File: src/rtl/bsdf_pkg.sv
// Package for the scan duplicate filter: sizes, verdict and register codes,
// transfer payload types and the controller/datapath command and status groups.
// No dependencies.
package bsdf_pkg;

    localparam int TABLE_DEPTH = 16;
    localparam int IDX_W       = $clog2(TABLE_DEPTH);
    localparam int CNT_W       = $clog2(TABLE_DEPTH + 1);
    localparam int ADDR_W      = 48;
    localparam int KIND_W      = 2;
    localparam int KEY_W       = ADDR_W + KIND_W;
    localparam int CFG_IDX_W   = 8;
    localparam int CFG_DATA_W  = 8;

    // Verdict codes
    localparam logic [2:0] VERDICT_ADDED    = 3'd0;
    localparam logic [2:0] VERDICT_NOT_CONN = 3'd1;
    localparam logic [2:0] VERDICT_WEAK     = 3'd2;
    localparam logic [2:0] VERDICT_FULL     = 3'd3;
    localparam logic [2:0] VERDICT_DUP      = 3'd4;
    localparam logic [2:0] VERDICT_CLEARED  = 3'd5;

    // Configuration register indexes
    localparam logic [CFG_IDX_W-1:0] CFG_RSSI_THRESHOLD = 8'd0;
    localparam logic [CFG_IDX_W-1:0] CFG_TYPE_MASK      = 8'd1;

    localparam logic signed [7:0] RSSI_THRESHOLD_RST = -8'sd50;
    localparam logic [7:0]        TYPE_MASK_RST      = 8'd35;

    localparam logic CMD_REPORT = 1'b0;
    localparam logic CMD_CLEAR  = 1'b1;

    typedef struct packed {
        logic                cmd;
        logic [ADDR_W-1:0]   device_address;
        logic [KIND_W-1:0]   address_kind;
        logic [2:0]          advert_kind;
        logic signed [7:0]   signal_strength;
    } in_item_t;

    typedef struct packed {
        logic [2:0]          verdict;
        logic [3:0]          slot;
        logic [4:0]          entry_count;
    } out_item_t;

    typedef struct packed {
        logic                load_item;
        logic                set_verdict;
        logic [2:0]          verdict;
        logic                clear;
        logic                scan_start;
        logic                scan_en;
        logic                append;
        logic                load_out;
    } dp_cmd_t;

    typedef struct packed {
        logic                is_clear;
        logic                not_conn;
        logic                low_signal;
        logic                full;
        logic                empty;
        logic                hit;
        logic                end_miss;
    } dp_status_t;

endpackage

File: src/rtl/bsdf_ctrl.sv
// Sequencing state machine of the scan duplicate filter.
// Depends on bsdf_pkg for the command and status groups and verdict codes.
module bsdf_ctrl
    import bsdf_pkg::*;
(
    input  logic       clk,
    input  logic       rst_n,
    input  logic       in_valid,
    output logic       in_ready,
    output logic       out_valid,
    input  logic       out_ready,
    input  dp_status_t status,
    output dp_cmd_t    cmd
);

    localparam logic [2:0] ST_IDLE   = 3'd0;
    localparam logic [2:0] ST_CHECK  = 3'd1;
    localparam logic [2:0] ST_SCAN   = 3'd2;
    localparam logic [2:0] ST_APPEND = 3'd3;
    localparam logic [2:0] ST_DONE   = 3'd4;

    logic [2:0] state_reg;
    logic [2:0] state_next;
    logic       out_valid_reg;
    logic       out_valid_next;

    assign in_ready  = (state_reg == ST_IDLE);
    assign out_valid = out_valid_reg;

    always_comb
    begin
        state_next     = state_reg;
        cmd            = '0;
        out_valid_next = out_valid_reg & ~out_ready;
        unique case (state_reg)
            ST_IDLE:
            begin
                if (in_valid)
                begin
                    cmd.load_item = 1'b1;
                    state_next    = ST_CHECK;
                end
            end
            ST_CHECK:
            begin
                priority if (status.is_clear)
                begin
                    cmd.clear       = 1'b1;
                    cmd.set_verdict = 1'b1;
                    cmd.verdict     = VERDICT_CLEARED;
                    state_next      = ST_DONE;
                end
                else if (status.not_conn)
                begin
                    cmd.set_verdict = 1'b1;
                    cmd.verdict     = VERDICT_NOT_CONN;
                    state_next      = ST_DONE;
                end
                else if (status.low_signal)
                begin
                    cmd.set_verdict = 1'b1;
                    cmd.verdict     = VERDICT_WEAK;
                    state_next      = ST_DONE;
                end
                else if (status.full)
                begin
                    cmd.set_verdict = 1'b1;
                    cmd.verdict     = VERDICT_FULL;
                    state_next      = ST_DONE;
                end
                else if (status.empty)
                begin
                    state_next = ST_APPEND;
                end
                else
                begin
                    cmd.scan_start = 1'b1;
                    state_next     = ST_SCAN;
                end
            end
            ST_SCAN:
            begin
                cmd.scan_en = 1'b1;
                priority if (status.hit)
                begin
                    cmd.set_verdict = 1'b1;
                    cmd.verdict     = VERDICT_DUP;
                    state_next      = ST_DONE;
                end
                else if (status.end_miss)
                begin
                    state_next = ST_APPEND;
                end
                else
                begin
                    state_next = ST_SCAN;
                end
            end
            ST_APPEND:
            begin
                cmd.append = 1'b1;
                state_next = ST_DONE;
            end
            ST_DONE:
            begin
                // wait for the output register to drain
                if (!out_valid_reg || out_ready)
                begin
                    cmd.load_out   = 1'b1;
                    out_valid_next = 1'b1;
                    state_next     = ST_IDLE;
                end
            end
            default:
            begin
                state_next = ST_IDLE;
            end
        endcase
    end

    always_ff @(posedge clk or negedge rst_n)
    begin
        if (!rst_n)
        begin
            state_reg     <= ST_IDLE;
            out_valid_reg <= 1'b0;
        end
        else
        begin
            state_reg     <= state_next;
            out_valid_reg <= out_valid_next;
        end
    end

endmodule

File: src/rtl/bsdf_datapath.sv
// Datapath of the scan duplicate filter: configuration registers, item
// register, address table memory with its scan pipeline, entry count, result.
// Depends on bsdf_pkg.
module bsdf_datapath
    import bsdf_pkg::*;
(
    input  logic                  clk,
    input  logic                  rst_n,
    input  in_item_t              in_item,
    input  logic                  cfg_we,
    input  logic [CFG_IDX_W-1:0]  cfg_index,
    input  logic [CFG_DATA_W-1:0] cfg_data,
    input  dp_cmd_t               cmd,
    output dp_status_t            status,
    output out_item_t             out_item
);

    logic signed [7:0] rssi_threshold_reg;
    logic [7:0]        type_mask_reg;
    in_item_t          item_reg;
    logic [CNT_W-1:0]  count_reg;
    logic [2:0]        verdict_reg;
    logic [IDX_W-1:0]  slot_reg;
    out_item_t         out_reg;

    logic [KEY_W-1:0]  table_mem [TABLE_DEPTH];
    logic [KEY_W-1:0]  rd_data_reg;
    logic              rd_valid_reg;
    logic              rd_last_reg;
    logic [IDX_W-1:0]  scan_idx_reg;
    logic              issue_done_reg;

    logic [KEY_W-1:0]  key;
    logic [CNT_W-1:0]  scan_next_cnt;
    logic              scan_is_last;

    assign key           = {item_reg.address_kind, item_reg.device_address};
    assign scan_next_cnt = CNT_W'(scan_idx_reg) + CNT_W'(1);
    assign scan_is_last  = (scan_next_cnt == count_reg);

    always_comb
    begin
        status.is_clear   = (item_reg.cmd == CMD_CLEAR);
        status.not_conn   = ~type_mask_reg[item_reg.advert_kind];
        status.low_signal = (item_reg.signal_strength < rssi_threshold_reg);
        status.full       = (count_reg >= CNT_W'(TABLE_DEPTH));
        status.empty      = (count_reg == '0);
        status.hit        = rd_valid_reg && (rd_data_reg == key);
        status.end_miss   = rd_valid_reg && rd_last_reg && (rd_data_reg != key);
    end

    assign out_item = out_reg;

    // configuration; indexes beyond the list are dropped
    always_ff @(posedge clk or negedge rst_n)
    begin
        if (!rst_n)
        begin
            rssi_threshold_reg <= RSSI_THRESHOLD_RST;
            type_mask_reg      <= TYPE_MASK_RST;
        end
        else if (cfg_we)
        begin
            if (cfg_index == CFG_RSSI_THRESHOLD)
            begin
                rssi_threshold_reg <= $signed(cfg_data);
            end
            if (cfg_index == CFG_TYPE_MASK)
            begin
                type_mask_reg <= cfg_data;
            end
        end
    end

    always_ff @(posedge clk or negedge rst_n)
    begin
        if (!rst_n)
        begin
            count_reg <= '0;
        end
        else if (cmd.clear)
        begin
            count_reg <= '0;
        end
        else if (cmd.append)
        begin
            count_reg <= count_reg + CNT_W'(1);
        end
    end

    // table memory: one write port, one registered read port
    always_ff @(posedge clk)
    begin
        if (cmd.append)
        begin
            table_mem[count_reg[IDX_W-1:0]] <= key;
        end
        rd_data_reg <= table_mem[scan_idx_reg];
    end

    // scan pipeline: one entry issued per cycle, compared after the registered read
    always_ff @(posedge clk or negedge rst_n)
    begin
        if (!rst_n)
        begin
            scan_idx_reg   <= '0;
            issue_done_reg <= 1'b0;
            rd_valid_reg   <= 1'b0;
            rd_last_reg    <= 1'b0;
        end
        else if (cmd.scan_start)
        begin
            scan_idx_reg   <= '0;
            issue_done_reg <= 1'b0;
            rd_valid_reg   <= 1'b0;
            rd_last_reg    <= 1'b0;
        end
        else if (cmd.scan_en && !issue_done_reg)
        begin
            rd_valid_reg   <= 1'b1;
            rd_last_reg    <= scan_is_last;
            issue_done_reg <= scan_is_last;
            scan_idx_reg   <= scan_next_cnt[IDX_W-1:0];
        end
        else
        begin
            rd_valid_reg <= 1'b0;
        end
    end

    always_ff @(posedge clk)
    begin
        if (cmd.load_item)
        begin
            item_reg <= in_item;
        end
        if (cmd.set_verdict)
        begin
            verdict_reg <= cmd.verdict;
            slot_reg    <= '0;
        end
        else if (cmd.append)
        begin
            verdict_reg <= VERDICT_ADDED;
            slot_reg    <= count_reg[IDX_W-1:0];
        end
        if (cmd.load_out)
        begin
            out_reg.verdict     <= verdict_reg;
            out_reg.slot        <= 4'(slot_reg);
            out_reg.entry_count <= 5'(count_reg);
        end
    end

endmodule

File: src/rtl/ble_scan_dedup_filter_top.sv
// Scan duplicate filter top level. Clears and early rejects (type, signal, full)
// go from the check straight to the result; duplicates and appends walk the
// stored entries first (an empty list appends without a walk). One item at a
// time: the next item is taken in the cycle after the result is registered. A
// full list is rejected before any walk. The table walk reads one entry per
// cycle on one read port.
// Reset (rst_n, async, low) empties the list and loads threshold -50, mask 35.
//
// Depends on bsdf_pkg, bsdf_ctrl and bsdf_datapath.
module ble_scan_dedup_filter_top
    import bsdf_pkg::*;
(
    input  logic                  clk,
    input  logic                  rst_n,
    // report / clear command channel
    input  logic                  in_valid,
    output logic                  in_ready,
    input  in_item_t              in_item,
    // result channel
    output logic                  out_valid,
    input  logic                  out_ready,
    output out_item_t             out_item,
    // configuration write channel
    input  logic                  cfg_valid,
    output logic                  cfg_ready,
    input  logic [CFG_IDX_W-1:0]  cfg_index,
    input  logic [CFG_DATA_W-1:0] cfg_data
);

    dp_cmd_t    dp_cmd;
    dp_status_t dp_status;

    // Config transfers are always taken; the user must issue them only while idle, the block does not enforce it.
    assign cfg_ready = 1'b1;

    // Controller: walks check -> scan -> append -> result (scan and append only as needed), one item at a time.
    bsdf_ctrl u_ctrl
    (
        .clk       (clk),
        .rst_n     (rst_n),
        .in_valid  (in_valid),
        .in_ready  (in_ready),
        .out_valid (out_valid),
        .out_ready (out_ready),
        .status    (dp_status),
        .cmd       (dp_cmd)
    );

    // Datapath: table memory, count, config registers and result register.
    bsdf_datapath u_datapath
    (
        .clk       (clk),
        .rst_n     (rst_n),
        .in_item   (in_item),
        .cfg_we    (cfg_valid & cfg_ready),
        .cfg_index (cfg_index),
        .cfg_data  (cfg_data),
        .cmd       (dp_cmd),
        .status    (dp_status),
        .out_item  (out_item)
    );

endmodule

File: config.mk
export PLATFORM = sky130hd
export DESIGN_NAME = ble_scan_dedup_filter_top
export DESIGN_NICKNAME = d
export VERILOG_FILES = /design/src/rtl/bsdf_pkg.sv /design/src/rtl/bsdf_ctrl.sv /design/src/rtl/bsdf_datapath.sv /design/src/rtl/ble_scan_dedup_filter_top.sv
export SDC_FILE = /design/constraint.sdc
export NUM_CORES = 1
export LEC_CHECK = 0
export BUFFER_PORTS_ARGS = -buffer_cell sky130_fd_sc_hd__buf_4
export CORE_UTILIZATION = 56
export DETAILED_ROUTE_END_ITERATION = 7
export GPL_TIMING_DRIVEN = 0
export HOLD_SLACK_MARGIN = 0.15
export PLACE_DENSITY = 0.78
export RECOVER_POWER = 25
export SLEW_MARGIN = 20
export SYNTH_ARGS = -nofsm -noshare
export SYNTH_HDL_FRONTEND = slang
export SYNTH_SLANG_ARGS = --single-unit
File: constraint.sdc
create_clock -name clk -period 4.9 [get_ports clk]
set_input_delay 0.735 -clock clk [delete_from_list [all_inputs] [get_ports clk]]
set_output_delay 0.735 -clock clk [all_outputs]
set_load 0.02 [all_outputs]
# Yosys cells after proc, flatten, opt, wreduce, memory -nomap -nowiden
# Memories as Yosys holds them, arrays and structs flattened. A register that Yosys moved wholly into a read port is not among the register bits.
# Index checks and enable logic that the tools add are counted.
# word_totals
memories	1
mem_bits_rw	800
elab_cells	97
ff_bits	112
# classes
n_lt_le_gt_ge	3
n_bitwise	2
mux	45
add_sub_neg	2
reduce_logical	16
n_eq_ne	10
# mem_list
name	depth	width	read_ports	rd_ports_with_merged_regs	write_ports	line_no	text
u_datapath.table_mem	16	50	1	1	1	bsdf_datapath.sv:26	logic [KEY_W-1:0] table_mem [TABLE_DEPTH];
# ops
cell	n
$eq A50 B50 Y1	1
$ne A50 B50 Y1	1
$mux W4	7
$mux W3	9
$mux W1	23
$pmux W3 S5	1
$mux W5	2
$eq A8 B1 Y1 const B	1
$logic_not A8 Y1	1
$lt A8 B8 Y1	1
$pmux W4 S2	1
$eq A3 B2 Y1 const B	2
$reduce_and A2 Y1	3
$reduce_bool A2 Y1	3
$add A4 B1 Y5 const B	1
$add A5 B1 Y5 const B	1
$eq A5 B5 Y1	1
$ge A5 B5 Y1 const B	1
$logic_not A5 Y1	1
$logic_and A1 B1 Y1	4
$lt A3 B4 Y1 const B	1
$bmux W1 S3	1
$eq A3 B1 Y1 const B	1
$eq A3 B3 Y1 const B	1
other kinds (8)	9

# Longest topological paths before layout
# depth
ltp_word	8
ltp_mapped	8

# Cells and area by module
# Synthesis repeated with hierarchy kept, for this count alone.
# unflattened
cells_unflattened	1521
area_unflattened_um2	35940.7
# modules_own_cells
mod	cells_each	seq_area_each_um2	n_inst	area_each_um2
bsdf_datapath	1480	28102.0	1	35591.6
bsdf_ctrl	39	100.1	1	337.8
ble_scan_dedup_filter_top	2	0.0	1	11.3

# Least setup slack after synthesis
# OpenSTA, ideal clock, no wires.
# synth_timing
path_kind	register -> register
from	reg u_ctrl.state_reg[2]
to	mem u_datapath.table_mem[2][0] (netlist name) (enable)
slack_ns	0.084
period_less_slack_ns	4.816
path_buffers	1
path_stages_with_launch	5
arrival_ns	4.297
path_cell_list	dfrtp_1 and3b_2 buf_6 nand2_1 nor3_1
# synth_via
elab_chain_cells	4
# synth_lines
element	line_no	text
start: declaration	bsdf_ctrl.sv:22	logic [2:0] state_reg;
start signal: assignment	bsdf_ctrl.sv:130	state_reg <= state_next;
$eq A3 B2 Y1	bsdf_ctrl.sv:35	unique case (state_reg)
$mux W1	bsdf_ctrl.sv:35	
$mux W1	bsdf_datapath.sv:94	if (cmd.append)
$mux W1 (not written as such)	bsdf_datapath.sv:96	table_mem[count_reg[IDX_W-1:0]] <= key;
end: declaration	bsdf_datapath.sv:26	
# No other way between the ends.

# Worst setup path in the final report
# layout_timing
from	reg u_datapath.item_reg[32] (netlist name)
to	reg u_datapath.verdict_reg[2] (enable)
# layout_via
elab_chain_cells	5
# layout_lines
element	line_no	text
start: declaration	bsdf_datapath.sv:20	in_item_t item_reg;
start signal: assignment	bsdf_datapath.sv:135	item_reg <= in_item;
$eq A50 B50 Y1	bsdf_datapath.sv:48	status.hit = rd_valid_reg && (rd_data_reg == key);
$logic_and A1 B1 Y1	bsdf_datapath.sv:48	
$mux W4	bsdf_ctrl.sv:84	priority if (status.hit)
$pmux W4 S2	bsdf_ctrl.sv:35	
$reduce_bool A2 Y1 (no source line)	n/a	
end signal: assignment	bsdf_datapath.sv:139	verdict_reg <= cmd.verdict;
end: declaration	bsdf_datapath.sv:22	logic [2:0] verdict_reg;
# No other way between the ends.
# A chain may end at the register's enable or synchronous reset.

==> impl_results.html <==
<table>
<tr><th>Metric</th><th>Value</th></tr>
<tr><th colspan="2">Final layout</th></tr>
<tr><td>Highest-count cells in the layout ignoring fill and taps</td><td>edfxtp_1 (877), mux2i_1 (152), o21ai_0 (115)</td></tr>
<tr><td>Area growth from synthesis to layout</td><td>16.7%</td></tr>
<tr><td>Final #Nets</td><td>approximately 2,300</td></tr>
<tr><td>Final Util</td><td>between 60% and 70%</td></tr>
<tr><td>Most frequent standard cell in the layout excluding fill and tap cells</td><td>edfxtp_1</td></tr>
<tr><td>Number of flip-flops under the largest register name</td><td>800</td></tr>
<tr><td>Fill cell instance count of the final layout</td><td>between 3,000 and 4,000</td></tr>
<tr><td>Ratio of cells with drive above 1 in the final layout</td><td>between 20% and 30%</td></tr>
<tr><th colspan="2">STA</th></tr>
<tr><td>RSZ-0062 raised after global routing</td><td>no</td></tr>
<tr><td>Final critical path time including I/O delays and setup</td><td>4.02 ns</td></tr>
<tr><td>Number of setup violations in the final report</td><td>0</td></tr>
<tr><td>Remaining max-slew budget at the tightest pin</td><td>-17.5%</td></tr>
<tr><td>Total negative slack for setup checks</td><td>0 ns</td></tr>
<tr><td>Setup Skew</td><td>0.0262 ns</td></tr>
<tr><td>Max Transition Viols Final</td><td>32</td></tr>
<tr><td>Measured slew at the worst slew-check pin</td><td>~1.8 ns</td></tr>
<tr><td>Maximum clock frequency</td><td>roughly 250 MHz</td></tr>
<tr><td>Fin crit share</td><td>about 82%</td></tr>
<tr><td>Number of endpoints with negative hold slack in the final report</td><td>0</td></tr>
<tr><th colspan="2">Clock tree</th></tr>
<tr><td>Sinks on Clock Net</td><td>a little under 1,000</td></tr>
<tr><td>Clock tree root driver cell</td><td>clkbuf_16</td></tr>
<tr><td>Number of H-tree levels</td><td>3</td></tr>
<tr><td>Number of buffers inserted during clock tree synthesis</td><td>95</td></tr>
<tr><td>Clock Latency Late Sink</td><td>approximately 0.66 ns</td></tr>
<tr><td>Clock tree from TritonCTS</td><td>built</td></tr>
<tr><td>Worst-path clk slew</td><td>roughly 0.060 ns</td></tr>
<tr><td>Post-CTS resize count</td><td>0</td></tr>
<tr><td>Maximum buffer depth of the clock tree</td><td>3</td></tr>
<tr><th colspan="2">Synth</th></tr>
<tr><td>Part of the Yosys area used for sequential elements</td><td>about 77%</td></tr>
<tr><td>Number of synthesized flops with an enable pin</td><td>roughly 880</td></tr>
<tr><td>Average footprint of a synthesized cell</td><td>between 15 and 20 um2</td></tr>
<tr><td>Proportion of synthesized flip-flops having asynchronous set or reset</td><td>roughly 3.2%</td></tr>
<tr><td>Netlist cell types</td><td>51</td></tr>
<tr><td>Synth Flop Type</td><td>edfxtp_1</td></tr>
<tr><td>Post-synthesis instance total</td><td>approximately 1,900</td></tr>
<tr><td>Post-synthesis instance area</td><td>roughly 36,000 um2</td></tr>
<tr><td>Number of warnings issued by yosys</td><td>0</td></tr>
<tr><td>Number of synthesized register bits</td><td>962</td></tr>
<tr><td>Synthesized netlist net count</td><td>2,004</td></tr>
<tr><th colspan="2">Worst setup path</th></tr>
<tr><td>Critical R2R Launch</td><td>u_datapath.item_reg[32]</td></tr>
<tr><td>Data arrival time of the critical path</td><td>roughly 4.4 ns</td></tr>
<tr><td>Required @ worst endpoint</td><td>around 5.2 ns</td></tr>
<tr><td>Crit Path Max Fanout</td><td>17</td></tr>
<tr><td>Crit start category</td><td>flop</td></tr>
<tr><td>Crit Path Category</td><td>reg2reg</td></tr>
<tr><td>Peak per-stage delay on the critical path</td><td>between 0.9 and 1 ns</td></tr>
<tr><td>Cell breakdown of the critical path</td><td>xor2_1 -&gt; nor4_1 -&gt; nand3_1 -&gt; nor4_2 -&gt; a32o_2 -&gt; nand2b_1</td></tr>
<tr><td>Worst path slowest cell</td><td>nor4_1</td></tr>
<tr><td>Kind of end point of the critical path</td><td>flop</td></tr>
<tr><td>Worst setup startpoint</td><td>u_datapath.item_reg[32]</td></tr>
<tr><th colspan="2">Detailed routing</th></tr>
<tr><td>Average vias per placed instance</td><td>approximately 6.2</td></tr>
<tr><td>Residual DRC</td><td>0</td></tr>
<tr><td>Routed length per placed instance</td><td>27.1 um</td></tr>
<tr><td>Routed vias</td><td>19,200</td></tr>
<tr><td>Detailed router's first-iteration violation count</td><td>around 2,100</td></tr>
<tr><td>Total wirelength of the detailed-routed design</td><td>between 80 and 90 mm</td></tr>
<tr><td>Remaining number of nets flagged by the antenna check after routing</td><td>0</td></tr>
<tr><td>First-pass iteration count of the detailed router</td><td>5</td></tr>
<tr><th colspan="2">Power</th></tr>
<tr><td>Static leakage</td><td>14.2 nW</td></tr>
<tr><td>Clk pwr share</td><td>33.7%</td></tr>
<tr><td>Power share of the combinational group</td><td>~18%</td></tr>
<tr><td>VDD IR max</td><td>between 0.2 and 0.3 mV</td></tr>
<tr><td>Seq pwr share</td><td>between 40% and 50%</td></tr>
<tr><td>Reported net switching power</td><td>5.78 mW</td></tr>
<tr><td>Power per cell area</td><td>~500 nW/um2</td></tr>
<tr><td>Post-route total power</td><td>roughly 21 mW</td></tr>
<tr><td>Switching share of power</td><td>around 27%</td></tr>
<tr><td>Int Pwr</td><td>15.4 mW</td></tr>
<tr><th colspan="2">Job</th></tr>
<tr><td>Maxcap violations</td><td>1</td></tr>
<tr><th colspan="2">Die</th></tr>
<tr><td>Die boundary height</td><td>about 260 um</td></tr>
<tr><td>Die area</td><td>approximately 66,000 um2</td></tr>
<tr><td>Floorplan row count</td><td>93</td></tr>
<tr><td>Boundary pin count</td><td>just under 100</td></tr>
<tr><td>Starting utilization of the core area</td><td>56.6%</td></tr>
<tr><td>Core outline area</td><td>~64,000 um2</td></tr>
<tr><td>Die span in x</td><td>between 200 and 300 um</td></tr>
<tr><th colspan="2">Placed design</th></tr>
<tr><td>Placer Congestion</td><td>around 0.81</td></tr>
<tr><td>Placed wire-length estimate</td><td>54.2 mm</td></tr>
<tr><td>Buffers on Ports</td><td>96</td></tr>
<tr><th colspan="2">Global route</th></tr>
<tr><td>Total GRT Usage</td><td>around a quarter</td></tr>
<tr><td>First-pass GRT wire length</td><td>124 mm</td></tr>
<tr><td>GRT Residual Overflow</td><td>0</td></tr>
<tr><td>Largest net degree at the start of global routing</td><td>43</td></tr>
<tr><td>Vias in the first global route</td><td>about 20,000</td></tr>
<tr><td>Initial antenna violation count</td><td>2</td></tr>
<tr><th colspan="2">Outcome</th></tr>
<tr><td>Status</td><td>finished with violations</td></tr>
<tr><td>Violations in the final reports</td><td>capacitance limit, slew limit</td></tr>
<tr><th colspan="2">Hold path</th></tr>
<tr><td>Launch point of the worst hold path</td><td>in_item[14]</td></tr>
<tr><td>Path type of the worst min-delay path</td><td>in2reg</td></tr>
</table>
final timing paths:
kind	slack, ns	to	cells after the start
worst min-delay path	0.27	u_datapath.item_reg[14]	1
min in group asynchronous	1.09	u_datapath.type_mask_reg[7]	2
worst min register to register	0.43	u_datapath.out_item[11]	0
worst max-delay path	0.88	u_datapath.verdict_reg[2]	6
worst max register to register	0.88	u_datapath.verdict_reg[2]	6
max in group asynchronous	2.78	u_datapath.rd_valid_reg	2
power groups by stage:
stage	clock network [mW]	registers [mW]	logic (mW)
after floorplan	0	10.3	2.47
after global placement	0	10.4	3.64
after detailed placement	0	10.4	3.73
after CTS	7.18	10.3	3.78
after global routing	7.47	10.3	3.99
final	7.13	10.3	3.78
layer usage:
metal	GRT usage [%]	share of wire [%]	vias to the layer above	routed length, um
met5	0	0.015	-	13
met4	11.2	3.8	2	3170
met3	4.07	7.5	199	6320
met2	43.3	51	980	42600
met1	32.8	38	9855	31800
li1	-	-	8195	-
Yosys cell counts (all sizes together) (8+ instances only):
cell	count	share of area (%)
ha	12	0.41
mux2i	152	4.2
a221oi	50	1.2
nor4	14	0.26
dfxtp	54	3.0
nor2	29	0.30
a21oi	59	0.81
a22oi	50	1.0
dfstp	8	0.58
inv	14	0.14
mux2	59	1.8
o21ai	115	1.6
edfxtp	877	72
nand2	85	0.88
mux4	101	6.3
buf	41	0.62
clkbuf	51	0.53
xor2	53	1.3
dfrtp	23	1.6
stage by stage:
stage | cell area [um2] | hold WS (ns) | setup WS, ns | instances
floorplan | 36400 | 0.400 | 0.0842 | 1909
global placement | 38200 | 0.422 | -3.99 | 2860
detailed placement | 39400 | 0.417 | 1.05 | 2920
CTS | 42500 | 0.214 | 1.01 | 3099
global route | 42500 | 0.258 | 0.816 | 3100
finish | 42500 | 0.265 | 0.884 | 3100
layout make-up:
type | count | area (um2) | area share [%]
timing repair buffer | 157 | 1810 | 4.27
clock inverter | 51 | 482 | 1.13
antenna | 1 | 2.50 | 0.00589
inverter | 14 | 52.6 | 0.124
multi-input combinational | 841 | 7840 | 18.5
buffer | 92 | 415 | 0.978
clock buffer | 127 | 2590 | 6.10
tap | 855 | 1070 | 2.52
sequential | 962 | 28200 | 66.4
kinds of logic (layout without fill, tap and decap cells):
logic type / after synthesis / after routing / share of synthesized area [%]
other: 1 / 2 / 0.0103
AO/OA/AOI/OAI: 289 / 289 / 4.97
AND/OR/NAND/NOR: 170 / 170 / 2.18
adder cells (fa/ha/maj): 12 / 12 / 0.413
multiplexers: 312 / 312 / 12.3
buffers and inverters: 106 / 441 / 1.29
flip-flops: 962 / 962 / 77.5
XOR/XNOR: 57 / 57 / 1.37
worst max-delay path: cells and delay by family, from the launching register on:
family,cells,cell delay (ns)
and+or+nand+nor,4,2.24
DFF,1,0.78
AOI/OAI and AO/OA,1,0.39
xor gates and xnor gates,1,0.28
timing repair:
item / in CTS / in global routing
buffers inserted: 0 / 0
hold buffers: 1 / 0
hold endpoints to repair: 23 / 0
No activity file was read; power rests on OpenSTA's default activity.
